[config.mk]
export PLATFORM = sky130hd
export DESIGN_NAME = endpoint_uri_classifier_core
export DESIGN_NICKNAME = d
export VERILOG_FILES = /design/src/hdl/euc_pkg.sv /design/src/hdl/euc_digit_acc.sv /design/src/hdl/euc_classify.sv /design/src/hdl/endpoint_uri_classifier_core.sv
export SDC_FILE = /design/constraint.sdc
export NUM_CORES = 1
export LEC_CHECK = 0
export ABC_AREA = 0
export BUFFER_PORTS_ARGS = -buffer_cell sky130_fd_sc_hd__buf_4
export CELL_PAD_IN_SITES_DETAIL_PLACEMENT = 1
export CELL_PAD_IN_SITES_GLOBAL_PLACEMENT = 1
export CORE_ASPECT_RATIO = 0.9
export CORE_MARGIN = 2
export CORE_UTILIZATION = 30
export CTS_CLUSTER_DIAMETER = 40
export DETAILED_ROUTE_END_ITERATION = 8
export PLACE_DENSITY = 0.58
export SETUP_SLACK_MARGIN = 0.3
export SLEW_MARGIN = 20
export SYNTH_ARGS = -nofsm -noshare
export SYNTH_HDL_FRONTEND = slang
export SYNTH_SLANG_ARGS = --single-unit
[constraint.sdc]
create_clock -name clk -period 6.5 [get_ports clk]
set_input_delay 1.3 -clock clk [delete_from_list [all_inputs] [get_ports clk]]
set_output_delay 1.3 -clock clk [all_outputs]
set_load 0.02 [all_outputs]
[src/hdl/euc_pkg.sv]
// ----------------------------------------------------------------------------
// euc_pkg: shared types, constants and helpers
// Status and kind codes, prefix tables and state bundles for the endpoint
// text classifier.
// ----------------------------------------------------------------------------
package euc_pkg;

  localparam int unsigned MAX_TEXT_BYTES_DEF     = 1024;
  localparam int unsigned PIPE_NAME_CAPACITY_DEF = 128;
  localparam int unsigned PIPE_TAG_LEN           = 7;
  localparam int unsigned VSOCK_TAG_LEN          = 8;

  localparam logic [7:0] CHAR_COLON = 8'h3a;
  localparam logic [7:0] CHAR_ZERO  = 8'h30;
  localparam logic [7:0] CHAR_NINE  = 8'h39;
  localparam logic [7:0] CHAR_SPACE = 8'h20;
  localparam logic [7:0] CHAR_DEL   = 8'h7f;
  localparam logic [7:0] CHAR_QUEST = 8'h3f;
  localparam logic [7:0] CHAR_HASH  = 8'h23;
  localparam logic [7:0] CHAR_AT    = 8'h40;

  typedef enum logic [1:0] {
    ST_OK        = 2'd0,
    ST_INVALID   = 2'd1,
    ST_RANGE     = 2'd2,
    ST_UNHANDLED = 2'd3
  } status_t;

  typedef enum logic [1:0] {
    KIND_NONE  = 2'd0,
    KIND_PIPE  = 2'd1,
    KIND_VSOCK = 2'd2
  } kind_t;

  // Running decimal field: value, first error, and whether any byte landed in it
  typedef struct packed {
    logic [31:0] value;
    status_t     err;
    logic        any;
  } acc_state_t;

  typedef struct packed {
    logic       pipe_ok;
    logic       vsock_ok;
    logic       name_bad;
    logic [1:0] colon_seen;
    acc_state_t cid;
    acc_state_t port;
  } scan_flags_t;

  typedef struct packed {
    status_t     status;
    kind_t       kind;
    logic [31:0] cid;
    logic [31:0] port;
    logic [6:0]  pipe_name_len;
  } result_t;

  function automatic logic [7:0] pipe_tag_char(input logic [2:0] idx);
    logic [7:0] c;
    case (idx)
      3'd0:    c = 8'h70; // p
      3'd1:    c = 8'h69; // i
      3'd2:    c = 8'h70; // p
      3'd3:    c = 8'h65; // e
      3'd4:    c = CHAR_COLON;
      3'd5:    c = 8'h2f;
      3'd6:    c = 8'h2f;
      default: c = 8'h00;
    endcase
    return c;
  endfunction

  function automatic logic [7:0] vsock_tag_char(input logic [2:0] idx);
    logic [7:0] c;
    case (idx)
      3'd0:    c = 8'h76; // v
      3'd1:    c = 8'h73; // s
      3'd2:    c = 8'h6f; // o
      3'd3:    c = 8'h63; // c
      3'd4:    c = 8'h6b; // k
      3'd5:    c = CHAR_COLON;
      3'd6:    c = 8'h2f;
      default: c = 8'h2f;
    endcase
    return c;
  endfunction

  function automatic logic bad_name_byte(input logic [7:0] b);
    return (b <= CHAR_SPACE) || (b == CHAR_DEL) || (b == CHAR_QUEST) ||
           (b == CHAR_HASH) || (b == CHAR_AT);
  endfunction

endpackage

[src/hdl/euc_digit_acc.sv]
// ----------------------------------------------------------------------------
// euc_digit_acc: decimal field accumulator
// Folds one ASCII digit per cycle into a 32-bit value with overflow and
// non-digit detection; the first error sticks until the field is cleared.
// ----------------------------------------------------------------------------
module euc_digit_acc (
  input  logic                clk,
  input  logic                rst,
  input  logic                clear,
  input  logic                take,
  input  logic [7:0]          text_byte,
  output euc_pkg::acc_state_t acc
);

  euc_pkg::acc_state_t acc_next;
  logic [35:0]         wide;
  logic [3:0]          digit;

  assign digit = 4'(text_byte - euc_pkg::CHAR_ZERO);
  // value * 10 + digit, with four guard bits to catch overflow
  assign wide  = {1'b0, acc.value, 3'b000} + {3'b000, acc.value, 1'b0} + {32'd0, digit};

  always_comb begin
    acc_next = acc;
    if (clear) begin
      acc_next.value = '0;
      acc_next.err   = euc_pkg::ST_OK;
      acc_next.any   = 1'b0;
    end else if (take) begin
      acc_next.any = 1'b1;
      if (acc.err == euc_pkg::ST_OK) begin
        if (text_byte < euc_pkg::CHAR_ZERO || text_byte > euc_pkg::CHAR_NINE) begin
          acc_next.err = euc_pkg::ST_INVALID;
        end else if (wide[35:32] != 4'd0) begin
          acc_next.err = euc_pkg::ST_RANGE;
        end else begin
          acc_next.value = wide[31:0];
        end
      end
    end
  end

  always_ff @(posedge clk) begin
    if (rst) begin
      acc.value <= '0;
      acc.err   <= euc_pkg::ST_OK;
      acc.any   <= 1'b0;
    end else begin
      acc <= acc_next;
    end
  end

endmodule

[src/hdl/euc_classify.sv]
// ----------------------------------------------------------------------------
// euc_classify: end-of-text decision
// Turns the byte count and scan flags into status, kind and result fields
// in the order of precedence: length, pipe, vsock, empty, other.
// ----------------------------------------------------------------------------
module euc_classify #(
  parameter int unsigned MAX_TEXT_BYTES     = euc_pkg::MAX_TEXT_BYTES_DEF,
  parameter int unsigned PIPE_NAME_CAPACITY = euc_pkg::PIPE_NAME_CAPACITY_DEF,
  localparam int unsigned CNT_W             = $clog2(MAX_TEXT_BYTES + 2)
) (
  input  logic [CNT_W-1:0]     byte_count,
  input  euc_pkg::scan_flags_t flags,
  output euc_pkg::result_t     res
);

  logic [31:0] cnt;
  logic [31:0] name_len;

  assign cnt      = 32'(byte_count);
  assign name_len = cnt - 32'(euc_pkg::PIPE_TAG_LEN);

  always_comb begin
    res.status        = euc_pkg::ST_UNHANDLED;
    res.kind          = euc_pkg::KIND_NONE;
    res.cid           = '0;
    res.port          = '0;
    res.pipe_name_len = '0;
    if (cnt > 32'(MAX_TEXT_BYTES)) begin
      res.status = euc_pkg::ST_RANGE;
    end else if (cnt >= 32'(euc_pkg::PIPE_TAG_LEN) && flags.pipe_ok) begin
      if (name_len == 32'd0 || flags.name_bad) begin
        res.status = euc_pkg::ST_INVALID;
      end else if (name_len >= 32'(PIPE_NAME_CAPACITY)) begin
        res.status = euc_pkg::ST_RANGE;
      end else begin
        res.status        = euc_pkg::ST_OK;
        res.kind          = euc_pkg::KIND_PIPE;
        res.pipe_name_len = name_len[6:0];
      end
    end else if (cnt >= 32'(euc_pkg::VSOCK_TAG_LEN) && flags.vsock_ok) begin
      if (flags.colon_seen != 2'd1 || !flags.cid.any || !flags.port.any) begin
        res.status = euc_pkg::ST_INVALID;
      end else if (flags.cid.err != euc_pkg::ST_OK) begin
        res.status = flags.cid.err;
      end else if (flags.port.err != euc_pkg::ST_OK) begin
        res.status = flags.port.err;
      end else if (flags.cid.value == 32'hffff_ffff || flags.port.value == 32'hffff_ffff) begin
        res.status = euc_pkg::ST_INVALID;
      end else begin
        res.status = euc_pkg::ST_OK;
        res.kind   = euc_pkg::KIND_VSOCK;
        res.cid    = flags.cid.value;
        res.port   = flags.port.value;
      end
    end else if (cnt == 32'd0) begin
      res.status = euc_pkg::ST_INVALID;
    end
  end

endmodule

[src/hdl/endpoint_uri_classifier_core.sv]
// ----------------------------------------------------------------------------
// endpoint_uri_classifier_core: streaming endpoint text classifier
// Result path: a terminator is captured in the input register, and the result
// register loads from the input register when the terminator advances.
// Throughput: one byte per cycle; the scan state update after the input
// register sets that figure. A terminator waits in the input register only
// while a previous result is stalled at the output.
// Reset: synchronous rst clears all scan state and both valid flags.
// ----------------------------------------------------------------------------
module endpoint_uri_classifier_core #(
  parameter int unsigned MAX_TEXT_BYTES     = euc_pkg::MAX_TEXT_BYTES_DEF,
  parameter int unsigned PIPE_NAME_CAPACITY = euc_pkg::PIPE_NAME_CAPACITY_DEF
) (
  input  logic        clk,
  input  logic        rst,
  input  logic        text_valid,
  output logic        text_stall,
  input  logic [7:0]  text_byte,
  output logic        result_valid,
  input  logic        result_stall,
  output logic [1:0]  status,
  output logic [1:0]  kind,
  output logic [31:0] socket_cid,
  output logic [31:0] socket_port,
  output logic [6:0]  pipe_name_len
);

  localparam int unsigned CNT_W = $clog2(MAX_TEXT_BYTES + 2);
  localparam logic [CNT_W-1:0] CNT_LIMIT = CNT_W'(MAX_TEXT_BYTES);

  // input register
  logic       s1_valid;
  logic [7:0] s1_byte;

  // scan state
  logic [CNT_W-1:0]     byte_count;
  logic                 pipe_ok;
  logic                 vsock_ok;
  logic                 name_bad;
  logic [1:0]           colon_seen;
  euc_pkg::acc_state_t  cid_acc;
  euc_pkg::acc_state_t  port_acc;
  euc_pkg::scan_flags_t flags;
  euc_pkg::result_t     res_next;
  euc_pkg::result_t     res;

  logic advance;
  logic term;
  logic scan;
  logic in_body;
  logic take_cid;
  logic take_port;

  assign term    = (s1_byte == 8'd0);
  assign advance = s1_valid && (!term || !result_valid || !result_stall);
  assign text_stall = s1_valid && !advance;

  // a data byte is examined only while the count is within the limit
  assign scan    = advance && !term && (byte_count <= CNT_LIMIT);
  assign in_body = (byte_count >= CNT_W'(euc_pkg::VSOCK_TAG_LEN));
  assign take_cid  = scan && in_body && (s1_byte != euc_pkg::CHAR_COLON) && (colon_seen == 2'd0);
  assign take_port = scan && in_body && (s1_byte != euc_pkg::CHAR_COLON) && (colon_seen != 2'd0);

  always_ff @(posedge clk) begin
    if (rst) begin
      s1_valid <= 1'b0;
    end else if (!text_stall) begin
      s1_valid <= text_valid;
    end
  end

  always_ff @(posedge clk) begin
    if (!text_stall && text_valid) begin
      s1_byte <= text_byte;
    end
  end

  always_ff @(posedge clk) begin
    if (rst || (advance && term)) begin
      byte_count <= '0;
      pipe_ok    <= 1'b1;
      vsock_ok   <= 1'b1;
      name_bad   <= 1'b0;
      colon_seen <= 2'd0;
    end else if (scan) begin
      if (byte_count < CNT_W'(euc_pkg::PIPE_TAG_LEN) &&
          s1_byte != euc_pkg::pipe_tag_char(byte_count[2:0])) begin
        pipe_ok <= 1'b0;
      end
      if (byte_count < CNT_W'(euc_pkg::VSOCK_TAG_LEN) &&
          s1_byte != euc_pkg::vsock_tag_char(byte_count[2:0])) begin
        vsock_ok <= 1'b0;
      end
      if (byte_count >= CNT_W'(euc_pkg::PIPE_TAG_LEN) && euc_pkg::bad_name_byte(s1_byte)) begin
        name_bad <= 1'b1;
      end
      if (in_body && s1_byte == euc_pkg::CHAR_COLON && colon_seen != 2'd2) begin
        colon_seen <= colon_seen + 2'd1;
      end
      byte_count <= byte_count + CNT_W'(1);
    end
  end

  euc_digit_acc u_cid (
    .clk       (clk),
    .rst       (rst),
    .clear     (advance && term),
    .take      (take_cid),
    .text_byte (s1_byte),
    .acc       (cid_acc)
  );

  euc_digit_acc u_port (
    .clk       (clk),
    .rst       (rst),
    .clear     (advance && term),
    .take      (take_port),
    .text_byte (s1_byte),
    .acc       (port_acc)
  );

  assign flags = {pipe_ok, vsock_ok, name_bad, colon_seen, cid_acc, port_acc};

  euc_classify #(
    .MAX_TEXT_BYTES     (MAX_TEXT_BYTES),
    .PIPE_NAME_CAPACITY (PIPE_NAME_CAPACITY)
  ) u_classify (
    .byte_count (byte_count),
    .flags      (flags),
    .res        (res_next)
  );

  // result register: load on terminator, drop once taken
  always_ff @(posedge clk) begin
    if (rst) begin
      result_valid <= 1'b0;
    end else if (advance && term) begin
      result_valid <= 1'b1;
    end else if (!result_stall) begin
      result_valid <= 1'b0;
    end
  end

  always_ff @(posedge clk) begin
    if (advance && term) begin
      res <= res_next;
    end
  end

  assign status        = res.status;
  assign kind          = res.kind;
  assign socket_cid    = res.cid;
  assign socket_port   = res.port;
  assign pipe_name_len = res.pipe_name_len;

  a_stall_only_on_term: assert property (@(posedge clk) disable iff (rst)
    text_stall |-> (s1_valid && term && result_valid && result_stall))
    else $error("input stalled without a blocked terminator");

  a_count_bounded: assert property (@(posedge clk) disable iff (rst)
    byte_count <= CNT_LIMIT + CNT_W'(1))
    else $error("byte count past saturation");

  a_clear_after_term: assert property (@(posedge clk) disable iff (rst)
    (advance && term) |=> (byte_count == '0 && colon_seen == 2'd0 && result_valid))
    else $error("scan state not cleared after terminator");

  a_kind_needs_ok: assert property (@(posedge clk) disable iff (rst)
    (result_valid && res.kind != euc_pkg::KIND_NONE) |-> (res.status == euc_pkg::ST_OK))
    else $error("nonzero kind with failing status");

endmodule
==> results of run 1 <==
worst register-to-register path, delay by kind of cell, from the launching register on:
family	cells	cell delay, ns
adders and majority gates	2	0.94
buffers and inverters	2	0.21
AOI/OAI and AO/OA	8	2.51
DFF	1	0.38
and+or+nand+nor	1	0.54
metrics by stage:
step | util, % | cell area [sq um]
6_report | 35.1 | 13500
5_1_grt | 35.1 | 13500
4_1_cts | 35.1 | 13500
3_5_place_dp | 33.4 | 12800
3_3_place_gp | 33.4 | 12800
2_1_floorplan | - | 11700
power groups by stage:
| stage | clock (mW) | combinational [mW] | sequential [mW] |
|---|---|---|---|
| floorplan | 0 | 0.0549 | 1.16 |
| global placement | 0 | 0.0738 | 1.16 |
| detailed placement | 0 | 0.0745 | 1.17 |
| CTS | 1.21 | 0.0752 | 1.14 |
| global route | 1.25 | 0.0830 | 1.14 |
| finish | 1.17 | 0.0738 | 1.14 |
flip-flops by register name, indices dropped and copies added, names as in the netlist:
register and count:
colon_seen 2, status 2, pipe_name_len 7, kind 2, socket_cid 32, socket_port 32, result_valid 1, u_cid.acc 35
s1_valid 1, s1_byte 8, byte_count 11, u_port.acc 35, pipe_ok 1, name_bad 1, vsock_ok 1
Yosys cell counts, types with 16 or more instances:
library cell / count / share of area (%)
a21o_1: 27 / 1.7
a21oi_1: 93 / 4.0
and2_1: 73 / 3.9
and3_1: 16 / 0.85
clkbuf_1: 40 / 1.3
dfxtp_1: 88 / 15
edfxtp_1: 83 / 21
ha_1: 135 / 14
inv_1: 32 / 1.0
mux2i_1: 54 / 4.6
nand2_1: 79 / 2.5
nand3_1: 16 / 0.68
nand4_1: 36 / 1.9
nor2_1: 132 / 4.2
nor3_1: 16 / 0.68
o21ai_0: 50 / 2.1
xnor2_1: 43 / 3.2
xor2_1: 30 / 2.2
worst paths after layout:
kind              depth (start not counted)        from            end  slack (ns)
setup / recovery                         13  s1_byte[3]  u_cid.acc[29]        1.86
hold / removal                            2    vsock_ok       vsock_ok        0.45
setup reg to reg                         13  s1_byte[3]  u_cid.acc[29]        1.86
hold reg to reg                           2    vsock_ok       vsock_ok        0.45
cell type report:
type                    count  area [sq um]  share of cell area (%)
inverters                  32           120                   0.889
multi-input cells         983          7090                    52.5
clock buffers              17           425                    3.15
flip-flops and latches    171          4250                    31.5
repair buffers             97           728                    5.39
clock inverters            15           235                    1.74
well taps                 525           657                    4.86
routing by layer:
layer  GRT usage [%]  part of all wire (%)  wire length [microns]  up-vias
li1                -                     -                      -     4697
met1            22.6                    49                  16200     4629
met2            29.1                    48                  15900       99
met3            3.30                   2.8                    948       17
met4            3.66                   1.0                    339        0
met5               0                     0                      0        -
logic make-up after synthesis:
group,after synthesis,share of synthesized area [%]
muxes,54,4.61
buffers and inverters,87,3.61
and+or+nand+nor,428,18.7
adders and majority gates,139,15.1
DFF,171,36.3
xor gates and xnor gates,73,5.46
AOI/OAI and AO/OA,289,16.2
==> key figures, run 1 <==
Die
  – Row cnt: just under 70
  – Die Span Y: 192 microns
  – Die ar.: 40700 sq um
  – Area of the core: 38500 sq um
  – Die outline width: ~210 microns
  – Initial Util: 30.5%
  – I/O Pins: 89

Layout
  – Synthesis-to-layout area growth: 15.2%
  – Most frequent cells in the layout: ha_1 (135), nor2_1 (132), buf_4 (97)
  – Commonest non-fill, non-tap cell in the layout: ha_1
  – Antenna diode count: 0
  – Layout Nets: 1453
  – Layout Cells excl Fill: around 1800
  – Layout cell share with drive strength beyond 1: between 10% and 20%
  – Fill count: 4432

Placed design
  – DP HPWL: 25100 microns
  – Pre-CTS WS: 1.89 ns
  – Port Buffers: a little under 90
  – Placed cells: 1808
  – Final GP Congestion: 0.825

CTS
  – Clock Latency Late Sink: 0.46 ns
  – Clk slew on worst S/H paths: 0.07 ns
  – H-tree levels: 4
  – Post-CTS Hold Fix Bufs: 0
  – Worst-case clock buffer depth: 2
  – Post CTS Setup Buffer Count: 0
  – Sink Count: 171
  – CTS buffer count: 17
  – CTS tree: built
  – Post_cts resized: 0
  – Root buffer cell: clkbuf_16

Timing
  – Final TNS setup: 0 ns
  – Final setup fails: 0
  – Skew final: 0.00828 ns
  – Fin worst setup slack: 1.86 ns
  – Tightest Pin Transition: about 0.84 ns
  – Slew HR: ~43%
  – Minimum clock period: 4.64 ns
  – Worst Hold Slack: 0.447 ns
  – RSZ-0062 raised after global routing: no
  – F_max: 215 MHz
  – Final Max Tran Viols: 0
  – Final hold viol count: 0
  – Crit share post-route: 71.4%

Detailed routing
  – Detail Route Antenna Nets: 0
  – Vias per cell: 5.13
  – DR vias: between 9000 and 10000
  – Drc violations: 0
  – DR iter-0 viols: 404
  – Final WL: 33400 microns
  – Routed len/inst: 18.1 microns
  – Pre-antenna DRT Iters: 5

Worst setup path
  – Startpoint Class: flip-flop
  – CP Capture Type: flip-flop
  – Worst Path Buf+Inv: 2
  – Crit path cell chain: inv_1 > fa_1 > inv_1 > ha_1 > a211oi_1 > o21ai_0 > a221o_1 > o2111ai_1 > a21oi_1 > a211oi_1 > o211ai_1 > nor3_2 > a22o_1
  – Crit path required time: 6.89 ns
  – Largest incremental delay on the critical path: 0.64 ns
  – Max stage delay cell, worst path: fa_1
  – Worst EP arrival: 5.03 ns
  – Crit path max-delay family: compound AO/OA/AOI/OAI gates
  – Setup CP Type: flip-flop to flip-flop
  – CP Max Fanout: 6

Pwr
  – Switching part of the total power: 22.7%
  – Clock power frac: 49.1%
  – Static Leak: 6.08 nW
  – Part of the power in registers: 47.8%
  – Pwr Density: 177 nW/um^2
  – Max VDD drop: 0.164 mV
  – Power Total: 2.39 mW
  – Psw: between 0.5 and 0.6 mW
  – Combinational share of power: 3.1%
  – Int Pwr: 1.84 mW

Logic synthesis
  – Cells after synthesis: 1241
  – Avg Cell Area, Syn: 9.44 sq um
  – Ys async rst share: 0%
  – Mapped Nets: 1392
  – Top FF cell, synth: dfxtp_1
  – Synthesized area: 11700 sq um
  – Number of synthesized flops with an enable pin: 83
  – Sequential share of the synthesized area: 36.3%
  – Number of synthesized register bits: 171
  – Post-synthesis cell type count: 76
  – YS warnings: 0

Global routing
  – Vias in the first global route: 9863
  – Largest net degree at the start of global routing: 51
  – Total GRT Usage: 17.2%
  – Global-route wire length before repair: 54300 microns
  – Gr ovfl total: 0
  – Initial antenna violation count: 2

Worst hold path
  – HP Class: flip-flop to flip-flop

Flow run
  – Max-cap check violation count: 0

Run status
  – Status: finished, final reports clean
Note: power is estimated with default switching activity, not from simulation.
==> run 2, diff against run 1 <==
==> constraint.sdc (replaced) <==
create_clock -name clk -period 3.9 [get_ports clk]
set_input_delay 0.78 -clock clk [delete_from_list [all_inputs] [get_ports clk]]
set_output_delay 0.78 -clock clk [all_outputs]
set_load 0.02 [all_outputs]
==> key figures, run 2 (synthesis results as in run 1) <==
Placed design
  – Final GP Congestion: 0.843
  – DP HPWL: approximately 25000 microns
  – Port Buffers: 88
  – Pre-CTS WS: -0.0410 ns

Layout
  – Layout cell share with drive strength beyond 1: 21.1%
  – Layout Nets: 1528
  – Commonest non-fill, non-tap cell in the layout: buf_4
  – Core Util, Final: 38.0%
  – Synthesis-to-layout area growth: 24.6%
  – Most frequent cells in the layout: buf_4 (150), nor2_1 (132), ha_1 (124)
  – Largest regs: u_cid.acc x35, u_port.acc x35
  – Fill count: 4424

Worst hold path
  – HP Class: flip-flop to flip-flop
  – WHS Path Cells: 2

Detailed routing
  – Drc violations: 0
  – Detail Route Antenna Nets: 0
  – Final WL: 35200 microns
  – Pre-antenna DRT Iters: 4
  – DR iter-0 viols: 497
  – Vias per cell: 5.11
  – DR vias: about 9800
  – Routed len/inst: 18.4 microns

CTS
  – Root buffer cell: clkbuf_16
  – Post-CTS Hold Fix Bufs: 0
  – H-tree levels: 4
  – CTS tree: built
  – Clock Latency Late Sink: about 0.47 ns
  – Worst-case clock buffer depth: 2
  – Sink Count: approximately 170
  – CTS buffer count: 17
  – Clk slew on worst S/H paths: 0.07 ns

Worst setup path
  – Reg2Reg Depth: 15
  – Largest incremental delay on the critical path: 0.48 ns
  – CP Max Fanout: 8
  – Startpoint Class: flip-flop
  – Worst EP arrival: 4.03 ns
  – Setup CP Type: flip-flop to flip-flop
  – Max stage delay cell, worst path: edfxtp_1
  – Crit path cell chain: ha_1 > ha_2 > fa_2 > a21o_1 > a31oi_4 > o32ai_4 > a31oi_4 > o21ai_2 > a311o_1 > nor4b_4 > buf_6 > buf_12 > buf_12 > mux2i_1 > nor2_1
  – Crit path required time: 4.25 ns
  – CP Capture Type: flip-flop

Global routing
  – Gr ovfl total: 0
  – Largest net degree at the start of global routing: 52
  – Global-route wire length before repair: around 56000 microns
  – Initial antenna violation count: 0
  – Total GRT Usage: approximately 18%
  – Vias in the first global route: 10210

Die
  – Row cnt: 68
  – I/O Pins: 89
  – Die outline width: approximately 210 microns
  – Die ar.: 40700 sq um
  – Initial Util: 30.5%
  – Area of the core: 38500 sq um
  – Die Span Y: 192 microns

Run status
  – Status: finished, final reports clean

Pwr
  – Static Leak: roughly 6.5 nW
  – Pwr Density: 261 nW/um^2
  – Max VDD drop: 0.183 mV

Timing
  – RSZ-0062 raised after global routing: yes
  – Skew final: 0.0136 ns
  – F_max: 272 MHz
  – Minimum clock period: 3.68 ns
  – Crit share post-route: 94.3%
  – Final Max Tran Viols: 0
  – Slew HR: about 41%
  – Final hold viol count: 0
  – Final setup fails: 0
  – Tightest Pin Transition: 0.883 ns
  – Fin worst setup slack: 0.224 ns

Flow run
  – Max-cap check violation count: 0
[run 2: cell types whose count changed in the layout (fill, tap and decap cells not counted), moves of 6 or more]
cell	before	now
ha_1	135	124
dfxtp_1	88	77
o21ai_0	50	43
a21oi_2	0	7
dfxtp_2	0	11
ha_2	0	6
buf_12	0	9
buf_6	0	8
buf_4	97	150
a211oi_1	14	6
a21oi_1	92	85
[run 2: cell type report]
cell class                 instances  area, sq um  area share [%]
antenna                            1         2.50          0.0171
timing repair buffer             172         1530            10.5
sequential                       171         4270            29.2
multi-input combinational        983         7450            51.0
tap                              525          657            4.50
inverter                          32          120           0.823
clock inverter                    15          150            1.03
clock buffer                      17          425            2.91
[run 2: report_power, final]
part,switching [mW],internal (mW)
Sequential,0.0179,1.88
Clock,0.857,0.905
Combinational,0.0890,0.0604
Total,0.964,2.84
[run 2: stage by stage]
stage | TNS (ns) | power [mW] | hold WS [ns] | cell area, sq um | std cells
2_1_floorplan | 0 | 2.02 | 0.423 | 11800 | 1241
3_3_place_gp | 0 | 2.07 | 0.433 | 13200 | 1841
3_5_place_dp | -0.201 | 2.07 | 0.438 | 13200 | 1841
4_1_cts | 0 | 3.86 | 0.450 | 14200 | 1899
5_1_grt | 0 | 3.95 | 0.475 | 14600 | 1915
6_report | 0 | 3.81 | 0.450 | 14600 | 1916
[run 2: worst paths after layout]
check	startpoint	end	slack, ns
worst max register to register	s1_byte[2]	u_port.acc[23]	0.22
worst min-delay path	u_cid.acc[0]	u_cid.acc[0]	0.45
worst max-delay path	s1_byte[2]	u_port.acc[23]	0.22
worst min register to register	u_cid.acc[0]	u_cid.acc[0]	0.45
[run 2: worst max-delay path, delay by kind of cell (launching register included)]
kind	cells	cell delay [ns]
mux	1	0.19
compound gates	6	1.18
flops	1	0.48
buf+inv	3	0.45
fa+ha+maj	3	0.92
simple gates	2	0.34
[run 2: layer usage]
layer	track usage, %	wire length, microns
met1	23.3	16800
met2	30.1	17100
met3	2.89	892
met4	3.98	359
met5	0	0
[run 2: what timing repair did]
item,CTS,global route
setup buffers,24,13
resized for setup,41,56
pin swaps,27,30
cloned,2,3
setup endpoints to repair,65,66
==> run 3, diff against run 2 <==
--- a/config.mk
+++ b/config.mk
@@ -11,10 +11,11 @@
 export CELL_PAD_IN_SITES_GLOBAL_PLACEMENT = 1
 export CORE_ASPECT_RATIO = 0.9
 export CORE_MARGIN = 2
-export CORE_UTILIZATION = 30
+export CORE_UTILIZATION = 40
+export CTS_BUF_LIST = sky130_fd_sc_hd__clkbuf_4 sky130_fd_sc_hd__clkbuf_8
 export CTS_CLUSTER_DIAMETER = 40
 export DETAILED_ROUTE_END_ITERATION = 8
-export PLACE_DENSITY = 0.58
+export PLACE_DENSITY = 0.74
 export SETUP_SLACK_MARGIN = 0.3
 export SLEW_MARGIN = 20
 export SYNTH_ARGS = -nofsm -noshare
==> key figures, run 3 (synthesis results as in run 1) <==
Timing
  – F_max: 269 MHz
  – Tightest Pin Transition: just over 0.8 ns
  – Final setup fails: 0
  – Worst Hold Slack: around 0.46 ns
  – Skew final: 0.0220 ns
  – Minimum clock period: 3.72 ns
  – Final hold viol count: 0
  – Slew HR: 45.8%
  – Crit share post-route: 95.3%
  – RSZ-0062 raised after global routing: yes
  – Final Max Tran Viols: 0

CTS
  – CTS tree: built
  – Clock Latency Late Sink: 0.49 ns
  – Worst-case clock buffer depth: 2
  – CTS buffer count: 17
  – Sink Count: 171
  – Root buffer cell: clkbuf_8
  – H-tree levels: 4
  – Clk slew on worst S/H paths: 0.09 ns
  – Post-CTS Hold Fix Bufs: 0

Placed design
  – Final GP Congestion: 0.859
  – DP HPWL: 24000 microns
  – Port Buffers: 88

Detailed routing
  – Vias per cell: 5.59
  – Detail Route Antenna Nets: 0
  – Pre-antenna DRT Iters: 5
  – DR iter-0 viols: roughly 580
  – DR vias: 9858
  – Final WL: about 32000 microns
  – Routed len/inst: approximately 18 microns
  – Drc violations: 0

Layout
  – Core Util, Final: 48.1%
  – Layout Nets: 1505
  – Antenna diode count: 0
  – Synthesis-to-layout area growth: 18.5%
  – Commonest non-fill, non-tap cell in the layout: buf_4
  – Largest regs: u_cid.acc x35, u_port.acc x35
  – Layout cell share with drive strength beyond 1: 17.8%
  – Most frequent cells in the layout: buf_4 (134), nor2_1 (132), ha_1 (127)

Worst setup path
  – Crit path cell chain: ha_1 > ha_2 > nand2_1 > o21ai_0 > a221o_1 > a221oi_1 > a211o_1 > a311o_1 > nor4b_4 > buf_6 > buf_12 > clkbuf_16 > mux2i_1 > nor2_1
  – Largest incremental delay on the critical path: roughly 0.47 ns
  – Setup CP Type: flip-flop to flip-flop
  – Crit path required time: 4.26 ns
  – CP Max Fanout: 11
  – Max stage delay cell, worst path: dfxtp_1
  – CP Capture Type: flip-flop
  – Worst EP arrival: 4.08 ns
  – Startpoint Class: flip-flop

Pwr
  – Switching part of the total power: 25.4%
  – Combinational share of power: 4.5%
  – Max VDD drop: 0.190 mV
  – Psw: 0.845 mW
  – Part of the power in registers: 56.9%
  – Int Pwr: 2.48 mW
  – Static Leak: about 6.3 nW
  – Pwr Density: between 200 and 250 nW/um^2
  – Clock power frac: approximately two fifths

Global routing
  – Gr ovfl total: 0
  – Largest net degree at the start of global routing: 53
  – Vias in the first global route: 9882
  – Total GRT Usage: a little over a fifth
  – Global-route wire length before repair: 51900 microns
  – Initial antenna violation count: 0

Worst hold path
  – HP Class: flip-flop to flip-flop

Die
  – Area of the core: between 20000 and 30000 sq um
  – Die ar.: 30700 sq um
  – Die outline width: about 180 microns
  – Row cnt: 59
  – Die Span Y: 166 microns
  – Initial Util: 40.6%
  – I/O Pins: 89

Run status
  – Status: finished, final reports clean

Flow run
  – Max-cap check violation count: 0
[run 3: metal layers]
metal  part of all wire, %  track usage, %  vias to the layer above
met5                     0               0                        -
met1                    47            28.1                     4857
met2                    49            36.3                      163
li1                      -               -                     4804
met3                   2.7            2.61                       34
met4                   1.5            4.31                        0
[run 3: power groups by stage]
stage | combinational [mW] | clock [mW] | sequential [mW]
6_report | 0.148 | 1.29 | 1.89
5_1_grt | 0.164 | 1.38 | 1.90
4_1_cts | 0.147 | 1.32 | 1.89
3_5_place_dp | 0.137 | 0 | 1.93
3_3_place_gp | 0.132 | 0 | 1.93
2_1_floorplan | 0.0918 | 0 | 1.93
[run 3: path summary, 6_finish.rpt]
| check | depth (start not counted) | end | slack, ns | from |
|---|---|---|---|---|
| worst max-delay path | 14 | u_port.acc[30] | 0.18 | u_port.acc[28] |
| worst min-delay path | 2 | u_cid.acc[0] | 0.46 | u_cid.acc[0] |
| worst max register to register | 14 | u_port.acc[30] | 0.18 | u_port.acc[28] |
| worst min register to register | 2 | u_cid.acc[0] | 0.46 | u_cid.acc[0] |
[run 3: final cells by class]
type | count | area, sq um
fill | 3254 | 15000
multi-input combinational | 983 | 7340
sequential | 171 | 4260
timing repair buffer | 149 | 1290
tap | 396 | 495
clock buffer | 20 | 256
clock inverter | 12 | 130
inverter | 32 | 120
[run 3: worst max-delay path, delay by kind of cell (launching register included)]
| family | cells | cell delay [ns] |
|---|---|---|
| flops | 1 | 0.47 |
| simple gates | 3 | 0.45 |
| buf+inv | 3 | 0.44 |
| mux | 1 | 0.18 |
| compound gates | 5 | 1.33 |
| fa+ha+maj | 2 | 0.73 |
[run 3: repair_timing]
item,4_1_cts,5_1_grt
endpoints found under the setup margin,66,66
cloned,3,1
gates resized for setup,38,18
hold endpoints to repair,0,0
buffers inserted,15,6
pin swaps,34,16
[run 3: metrics by stage]
| stage | cell area [sq um] | total power, mW | instances | setup slack [ns] | TNS [ns] |
|---|---|---|---|---|---|
| global placement | 12900 | 2.07 | 1706 | 0.0966 | 0 |
| detailed placement | 12900 | 2.07 | 1706 | -0.0169 | -0.0562 |
| CTS | 13700 | 3.36 | 1756 | 0.243 | 0 |
| floorplan | 11800 | 2.02 | 1241 | 0.301 | 0 |
| global route | 13900 | 3.44 | 1763 | -0.00565 | -0.00813 |
| finish | 13900 | 3.33 | 1763 | 0.185 | 0 |
